--- src/rtl/phsp_pkg.sv ---
// Package: types and codes shared by the packet header stream parser.
`timescale 1ns / 1ps

package phsp_pkg;

	typedef enum logic [2:0] {
		PH_TAG   = 3'd0,
		PH_MULTI = 3'd1,
		PH_NEW1  = 3'd2,
		PH_NEW2  = 3'd3,
		PH_SKIP  = 3'd4,
		PH_HALT  = 3'd5
	} phase_t;

	typedef enum logic [2:0] {
		ST_OK      = 3'd0,
		ST_NOTTAG  = 3'd1,
		ST_INDEF   = 3'd2,
		ST_ILLEGAL = 3'd3,
		ST_TOOLONG = 3'd4,
		ST_TRUNC   = 3'd5
	} status_t;

	localparam logic [7:0] TAG_MARK      = 8'h80;
	localparam logic [7:0] FORMAT_MASK   = 8'hc0;
	localparam logic [7:0] OLD_TAG_MASK  = 8'h3c;
	localparam logic [7:0] LEN_TYPE_MASK = 8'h03;
	localparam logic [7:0] NEW_TAG_MASK  = 8'h3f;
	localparam logic [7:0] TWO_OCTET_MIN = 8'd192;
	localparam logic [7:0] PARTIAL_MIN   = 8'd224;
	localparam logic [7:0] FIVE_OCTET    = 8'd255;

	typedef struct packed {
		logic [7:0] data_byte;
		logic       restart;
	} in_item_t;

	typedef struct packed {
		logic [5:0]  packet_tag;
		logic        new_format;
		logic [31:0] body_offset;
		logic [31:0] body_length;
		logic [2:0]  status;
	} out_item_t;

	typedef struct packed {
		phase_t      phase;
		logic [31:0] byte_offset;
		logic [2:0]  length_bytes_left;
		logic [31:0] length_accumulator;
		logic [5:0]  held_tag;
		logic        held_format;
		logic [31:0] skip_left;
	} state_t;

	typedef struct packed {
		logic      valid;
		out_item_t item;
	} result_t;

endpackage

--- src/rtl/phsp_step.sv ---
// Per-byte header parse: next parser state and the optional result.
`timescale 1ns / 1ps

module phsp_step (
	input  phsp_pkg::state_t   cur,
	input  logic [31:0]        seq_len,
	input  phsp_pkg::in_item_t item,
	output phsp_pkg::state_t   nxt,
	output phsp_pkg::result_t  res
);

	always_comb begin
		logic [31:0] o;
		logic [32:0] o_inc;
		logic [32:0] end_sum;
		logic        last;
		logic        do_finish;
		logic        do_fail;
		phsp_pkg::status_t fail_code;
		logic [7:0]  b;

		b = item.data_byte;
		nxt = cur;
		if (item.restart) begin
			nxt.byte_offset        = '0;
			nxt.phase              = phsp_pkg::PH_TAG;
			nxt.length_bytes_left  = '0;
			nxt.length_accumulator = '0;
			nxt.skip_left          = '0;
		end
		o = nxt.byte_offset;
		if (o != 32'hffff_ffff)
			nxt.byte_offset = o + 32'd1;

		o_inc     = {1'b0, o} + 33'd1;
		last      = (o_inc >= {1'b0, seq_len});
		do_finish = 1'b0;
		do_fail   = 1'b0;
		fail_code = phsp_pkg::ST_TRUNC;

		if (nxt.phase == phsp_pkg::PH_HALT) begin
			// halted: ignore until restart
		end else if (nxt.phase == phsp_pkg::PH_SKIP) begin
			if (nxt.skip_left != '0)
				nxt.skip_left = nxt.skip_left - 32'd1;
			if (nxt.skip_left == '0)
				nxt.phase = phsp_pkg::PH_TAG;
		end else if ({1'b0, o} >= {1'b0, seq_len}) begin
			// past the end: fine between packets, a truncation inside a header
			if (nxt.phase != phsp_pkg::PH_TAG)
				do_fail = 1'b1;
		end else begin
			unique case (nxt.phase)
				phsp_pkg::PH_TAG: begin
					nxt.held_tag           = '0;
					nxt.held_format        = 1'b0;
					nxt.length_accumulator = '0;
					if ((b & phsp_pkg::TAG_MARK) != phsp_pkg::TAG_MARK) begin
						do_fail   = 1'b1;
						fail_code = phsp_pkg::ST_NOTTAG;
					end else if ((b & phsp_pkg::FORMAT_MASK) == phsp_pkg::TAG_MARK) begin
						nxt.held_tag    = 6'(((b & phsp_pkg::OLD_TAG_MASK) >> 2));
						nxt.held_format = 1'b0;
						if ((b & phsp_pkg::LEN_TYPE_MASK) == phsp_pkg::LEN_TYPE_MASK) begin
							do_fail   = 1'b1;
							fail_code = phsp_pkg::ST_INDEF;
						end else begin
							nxt.length_bytes_left = 3'(3'd1 << b[1:0]);
							nxt.phase             = phsp_pkg::PH_MULTI;
							do_fail               = last;
						end
					end else begin
						nxt.held_tag    = 6'(b & phsp_pkg::NEW_TAG_MASK);
						nxt.held_format = 1'b1;
						nxt.phase       = phsp_pkg::PH_NEW1;
						do_fail         = last;
					end
				end
				phsp_pkg::PH_MULTI: begin
					nxt.length_accumulator = {nxt.length_accumulator[23:0], b};
					if (nxt.length_bytes_left != '0)
						nxt.length_bytes_left = nxt.length_bytes_left - 3'd1;
					if (nxt.length_bytes_left == '0)
						do_finish = 1'b1;
					else
						do_fail = last;
				end
				phsp_pkg::PH_NEW1: begin
					if (b < phsp_pkg::TWO_OCTET_MIN) begin
						nxt.length_accumulator = {24'd0, b};
						do_finish              = 1'b1;
					end else if (b < phsp_pkg::PARTIAL_MIN) begin
						nxt.length_accumulator = {19'd0, 5'(b - phsp_pkg::TWO_OCTET_MIN), 8'd0};
						nxt.phase              = phsp_pkg::PH_NEW2;
						do_fail                = last;
					end else if (b == phsp_pkg::FIVE_OCTET) begin
						nxt.length_accumulator = '0;
						nxt.length_bytes_left  = 3'd4;
						nxt.phase              = phsp_pkg::PH_MULTI;
						do_fail                = last;
					end else begin
						do_fail   = 1'b1;
						fail_code = phsp_pkg::ST_ILLEGAL;
					end
				end
				phsp_pkg::PH_NEW2: begin
					nxt.length_accumulator = nxt.length_accumulator + {24'd0, b}
						+ {24'd0, phsp_pkg::TWO_OCTET_MIN};
					do_finish = 1'b1;
				end
				default: begin
					nxt.phase = phsp_pkg::PH_HALT;
				end
			endcase
		end

		// body must end inside the sequence, sum taken without wrap
		end_sum = o_inc + {1'b0, nxt.length_accumulator};
		if (do_finish && end_sum > {1'b0, seq_len}) begin
			do_finish = 1'b0;
			do_fail   = 1'b1;
			fail_code = phsp_pkg::ST_TOOLONG;
		end

		res.valid            = do_finish || do_fail;
		res.item.packet_tag  = nxt.held_tag;
		res.item.new_format  = nxt.held_format;
		res.item.body_offset = '0;
		res.item.body_length = '0;
		res.item.status      = phsp_pkg::ST_OK;
		if (do_fail) begin
			res.item.status = fail_code;
			nxt.phase       = phsp_pkg::PH_HALT;
		end else if (do_finish) begin
			res.item.body_offset = o_inc[31:0];
			res.item.body_length = nxt.length_accumulator;
			nxt.skip_left        = nxt.length_accumulator;
			nxt.phase = (nxt.length_accumulator == '0) ? phsp_pkg::PH_TAG : phsp_pkg::PH_SKIP;
		end
	end

endmodule

--- src/rtl/packet_header_stream_parser.sv ---
// Top level: packet header stream parser with input and result registers.
`timescale 1ns / 1ps

// Binary packet header parser. One byte request per cycle is taken on the
// in channel; each byte passes an input register, then the per-byte header
// logic updates the parser state and loads the result register, which drives
// the out channel. A new byte is accepted every cycle while the out side keeps
// up (the result register frees as it is taken). A header yields one result on
// the byte that completes it or that fails it; body bytes are skipped with no
// result. After an error result the parser halts until a byte with restart
// set. The sequence length register (cfg channel, always ready) should be
// written while no byte is in flight.

module packet_header_stream_parser (
	input  logic                clk,
	input  logic                arst_n,
	input  logic                in_valid,
	output logic                in_ready,
	input  phsp_pkg::in_item_t  in_data,
	output logic                out_valid,
	input  logic                out_ready,
	output phsp_pkg::out_item_t out_data,
	input  logic                cfg_valid,
	output logic                cfg_ready,
	input  logic [31:0]         cfg_data
);

	logic                valid_s1;
	phsp_pkg::in_item_t  item_s1;
	phsp_pkg::state_t    state_q;
	phsp_pkg::state_t    state_nxt;
	phsp_pkg::result_t   res;
	logic                out_valid_q;
	phsp_pkg::out_item_t out_q;
	logic [31:0]         seq_len_q;
	logic                advance;

	phsp_step u_step (
		.cur     (state_q),
		.seq_len (seq_len_q),
		.item    (item_s1),
		.nxt     (state_nxt),
		.res     (res)
	);

	assign advance   = valid_s1 && (!out_valid_q || out_ready);
	assign in_ready  = !valid_s1 || !out_valid_q || out_ready;
	assign cfg_ready = 1'b1;
	assign out_valid = out_valid_q;
	assign out_data  = out_q;

	always_ff @(posedge clk or negedge arst_n) begin
		if (!arst_n) begin
			valid_s1                   <= 1'b0;
			out_valid_q                <= 1'b0;
			seq_len_q                  <= '0;
			state_q.phase              <= phsp_pkg::PH_TAG;
			state_q.byte_offset        <= '0;
			state_q.length_bytes_left  <= '0;
			state_q.length_accumulator <= '0;
			state_q.held_tag           <= '0;
			state_q.held_format        <= 1'b0;
			state_q.skip_left          <= '0;
		end else begin
			if (cfg_valid)
				seq_len_q <= cfg_data;
			if (in_ready)
				valid_s1 <= in_valid;
			if (advance) begin
				state_q     <= state_nxt;
				out_valid_q <= res.valid;
			end else if (out_ready) begin
				out_valid_q <= 1'b0;
			end
		end
	end

	always_ff @(posedge clk) begin
		if (in_valid && in_ready)
			item_s1 <= in_data;
		if (advance && res.valid)
			out_q <= res.item;
	end

	// an error result leaves the parser halted
	a_err_halts: assert property (@(posedge clk) disable iff (!arst_n)
		advance && res.valid && res.item.status != phsp_pkg::ST_OK
		|=> state_q.phase == phsp_pkg::PH_HALT)
		else $error("parser not halted after error result");

	// a body skip always has bytes left to skip
	a_skip_count: assert property (@(posedge clk) disable iff (!arst_n)
		state_q.phase == phsp_pkg::PH_SKIP |-> state_q.skip_left != '0)
		else $error("skip phase with zero bytes left");

	// multi-byte length phase always has length bytes pending, at most four
	a_len_count: assert property (@(posedge clk) disable iff (!arst_n)
		state_q.phase == phsp_pkg::PH_MULTI
		|-> state_q.length_bytes_left != '0 && state_q.length_bytes_left <= 3'd4)
		else $error("bad length byte count");

	// with the result register empty the input side never stalls
	a_no_stall: assert property (@(posedge clk) disable iff (!arst_n)
		!out_valid_q |-> in_ready)
		else $error("input stalled with empty result register");

endmodule

--- config.mk ---
export PLATFORM = sky130hd
export DESIGN_NAME = packet_header_stream_parser
export DESIGN_NICKNAME = d
export VERILOG_FILES = /design/src/rtl/phsp_pkg.sv /design/src/rtl/phsp_step.sv /design/src/rtl/packet_header_stream_parser.sv
export SDC_FILE = /design/constraint.sdc
export NUM_CORES = 1
export LEC_CHECK = 0
export ABC_AREA = 1
export ABC_CLOCK_PERIOD_IN_PS = 8500
export BUFFER_PORTS_ARGS = -buffer_cell sky130_fd_sc_hd__buf_2
export CAP_MARGIN = 30
export CORE_MARGIN = 2
export CORE_UTILIZATION = 40
export CTS_BUF_LIST = sky130_fd_sc_hd__clkbuf_4 sky130_fd_sc_hd__clkbuf_8
export DETAILED_ROUTE_END_ITERATION = 16
export GPL_TIMING_DRIVEN = 0
export PLACE_DENSITY_LB_ADDON = 0.12
export SLEW_MARGIN = 20
export SYNTH_ARGS = -nofsm -noshare
export SYNTH_HDL_FRONTEND = slang
export SYNTH_SLANG_ARGS = --single-unit
--- constraint.sdc ---
create_clock -name clk -period 8.5 [get_ports clk]
set_input_delay 1.7 -clock clk [delete_from_list [all_inputs] [get_ports clk]]
set_output_delay 1.7 -clock clk [all_outputs]
set_load 0.005 [all_outputs]
==> results_dict.tcl <==
set metrics [dict create \
    dr.pass1.iters 6 \
    power.density_nw_per_um2 287 \
    worst_path_max_delay_cell "edfxtp_1" \
    timing.final.crit_share_pct 94.9 \
    hp-class "reg -> reg" \
    synthMostInstantiatedCell "nand2_1" \
    grt_max_degree 86 \
    dp_hpwl_um 63000 \
    drv_cap 0 \
    syn-cell-area_um2 18800 \
    synth_commonest_cells "nand2_1, inv_1, nor2_1, o21ai_0, ha_1" \
    syn-instance-count 2817 \
    cts_tree "yes" \
    cts_sinks 226 \
    crit_type "reg -> reg" \
    netSwitchingFraction_pct 49.9 \
    area_growth_syn_to_layout_pct 14.4 \
    critPathBufInv 11 \
    synth-main-ff-cell "dfrtp_1" \
    clk_pin_slew_worst_paths_ns 0.06 \
    layout-drive-gt1-share_pct 10.6 \
    grt_usage_pct 32.1 \
    worst_slew_pin_slew_ns 0.954 \
    p_comb_share_pct 54.9 \
    fin_area_um2 21500 \
    final_cell_count_no_fill 3640 \
    skew_ns 0.0483 \
    vias 19600 \
    grt_pass1_vias 19000 \
    fillCellCount 5023 \
    synth_nets 3014 \
    switchingPower_mw 3.09 \
    yosysSeqAreaShare_pct 32.3 \
    slew_headroom_pct 36.4 \
    routed_wl_um 79900 \
    first_iter_violations 1770 \
    fin_crit_ns 8.07 \
    power.share.clock_pct 19.6 \
    fp.dieW_um 221 \
    yosysUniqueCellTypes 53 \
    synth_edf_count 83 \
    cp_slowest_stage_delay_ns 0.32 \
    netlist_top_cells_area "dfrtp_1, nand2_1, edfxtp_1" \
    rows 79 \
    grt_pass1_wl_um 118000 \
    synth_warnings 0 \
    hold_viol 0 \
    gp_congestion 0.991 \
    ctsLongestPathBuffers 3 \
    critPathMostFrequentCell "nand2_1" \
    start_util_pct 40.5 \
    synth_top_area_share_pct 19.0 \
    cp_data_required_time_ns 8.87 \
    ant_nets 0 \
    status "complete, no violations" \
    max_freq_ghz 0.124 \
    via_per_inst 5.39 \
    core_region_area_um2 46500 \
    synthArstFlopShare_pct 63.3 \
    routedWlPerCell_um 21.9 \
    cp-start-kind "register" \
    nets 3195 \
    drv_slew 0 \
    dpl_cell_area_um2 20300 \
    worstPathArrival_ns 8.43 \
    endpoint_kind "register" \
    fin_util_pct 46.4 \
    die_h_um 221 \
    ir_worst_vdd_mv 0.153 \
    antenna_found_initial 0 \
    grt_overflow_total 0 \
    io_buffers 120 \
    crit_path_max_fanout 10 \
    syn_avg_cell_area_um2 6.68 \
    cts_htree_levels 2 \
    pwr-share-seq_pct 25.5 \
    dp.cells 3549 \
    clkLatencyLatePin_ns 0.66 \
    io_pins 123 \
    cts_buffers 43 \
    fin_setup_tns_ns 0 \
    setup_viol 0 \
    internal_power_mw 3.10 \
    total_leakage_power_nw 11.4 \
    synth_top_area_cell "dfrtp_1" \
    cp_top_family "simple AND/OR/NAND/NOR gates" \
    clock-root-buffer "clkbuf_8" \
    drc 0 \
    dieArea_um2 48800 \
    synth_seq_cells 226 \
]
power by group through the flow:
stage          logic, mW  clock network (mW)  registers (mW)
3_3_place_gp        3.22                   0            1.62
4_1_cts             3.31                1.23            1.57
3_5_place_dp        3.27                   0            1.59
6_report            3.39                1.21            1.58
2_1_floorplan       2.08                   0            1.58
5_1_grt             3.73                1.27            1.60
logic make-up after synthesis:
kind of cell | after synthesis | share of synthesized area, %
adder cells (fa/ha/maj) | 151 | 10.1
flip-flops | 226 | 32.3
AND/OR/NAND/NOR | 1464 | 31.8
XOR/XNOR | 87 | 4.05
multiplexers | 1 | 0.0598
other | 1 | 0.0199
AO/OA/AOI/OAI | 399 | 11.4
buffers and inverters | 488 | 10.3
flip-flops by register name (all words and copies together) (netlist names):
register and cells:
state_q 109, valid_s1 1, item_s1 9, out_data 74, out_valid 1, seq_len_q 32
layer usage:
layer | vias up | part of all wire [%] | track usage [%] | routed length, um
li1 | 9381 | - | - | -
met3 | 185 | 8.0 | 6.02 | 6390
met5 | - | 0 | 0 | 0
met4 | 0 | 5.1 | 15.5 | 4100
met2 | 813 | 44 | 50.5 | 35600
met1 | 9254 | 42 | 42.3 | 33900
layout make-up:
cell class | count | area, um2 | share of cell area [%]
diodes | 1 | 2.50 | 0.0116
plain buffers | 83 | 503 | 2.34
clock buffers | 57 | 716 | 3.32
clock inverters | 22 | 209 | 0.970
inverters | 405 | 1520 | 7.07
multi-input cells | 2103 | 11000 | 50.9
flip-flops and latches | 226 | 6070 | 28.2
well taps | 607 | 759 | 3.53
repair buffers | 136 | 800 | 3.71
layout by cell type (no fill, tap or decap), types with 4 or more instances in the layout:
master,netlist,layout
nand2_1,866,856
inv_1,396,396
nor2_1,359,350
o21ai_0,184,180
ha_1,149,149
dfrtp_1,143,143
nand3_1,142,142
buf_2,22,135
a21oi_1,118,111
edfxtp_1,83,83
xor2_1,68,68
clkbuf_8,0,47
o21ai_1,38,39
clkbuf_1,46,39
nand4_1,32,32
nor3_1,27,25
xnor2_1,19,19
buf_4,6,19
nand2_2,7,17
clkbuf_4,0,15
nor2_2,6,11
a22oi_1,10,10
nor2_4,5,9
buf_6,7,9
inv_2,9,8
clkinv_1,0,8
clkinv_2,0,8
o221ai_1,7,7
a31oi_1,7,7
a21oi_2,0,6
o21a_1,5,5
o22ai_1,5,5
buf_12,0,4
o21bai_1,4,4
nor3_4,3,4
a211oi_1,4,4
bufinv_16,0,4
through the flow:
step	hold WS (ns)	power (mW)	setup slack, ns
after global routing	0.496	6.60	-0.0358
after floorplan	0.449	3.66	0.868
final	0.480	6.18	0.434
after CTS	0.482	6.12	0.00499
after detailed placement	0.465	4.86	-2.31
after global placement	0.462	4.83	-4.20
path summary, 6_finish.rpt:
| kind | from | endpoint | slack [ns] | cells after the start |
|---|---|---|---|---|
| setup / recovery | item_s1[0] | out_data[34] | 0.43 | 48 |
| hold / removal | state_q[24] | state_q[24] | 0.48 | 2 |
| setup reg to reg | item_s1[0] | out_data[34] | 0.43 | 48 |
| hold reg to reg | state_q[24] | state_q[24] | 0.48 | 2 |
| max in group asynchronous | arst_n | state_q[41] | 6.60 | 2 |
| min in group asynchronous | arst_n | seq_len_q[11] | 0.97 | 1 |
worst min-delay path: cells and delay by family (launching register included):
family | cells | cell delay [ns]
and+or+nand+nor | 2 | 0.10
DFF | 1 | 0.34
timing repair:
item	4_1_cts	5_1_grt
gates resized for setup	29	48
hold buffers	0	0
pin swaps	2	3
endpoints found under the hold margin	0	0
endpoints found under the setup margin	99	99
buffers inserted	7	3
cloned	0	0
Power figures use the tool's default switching activity.
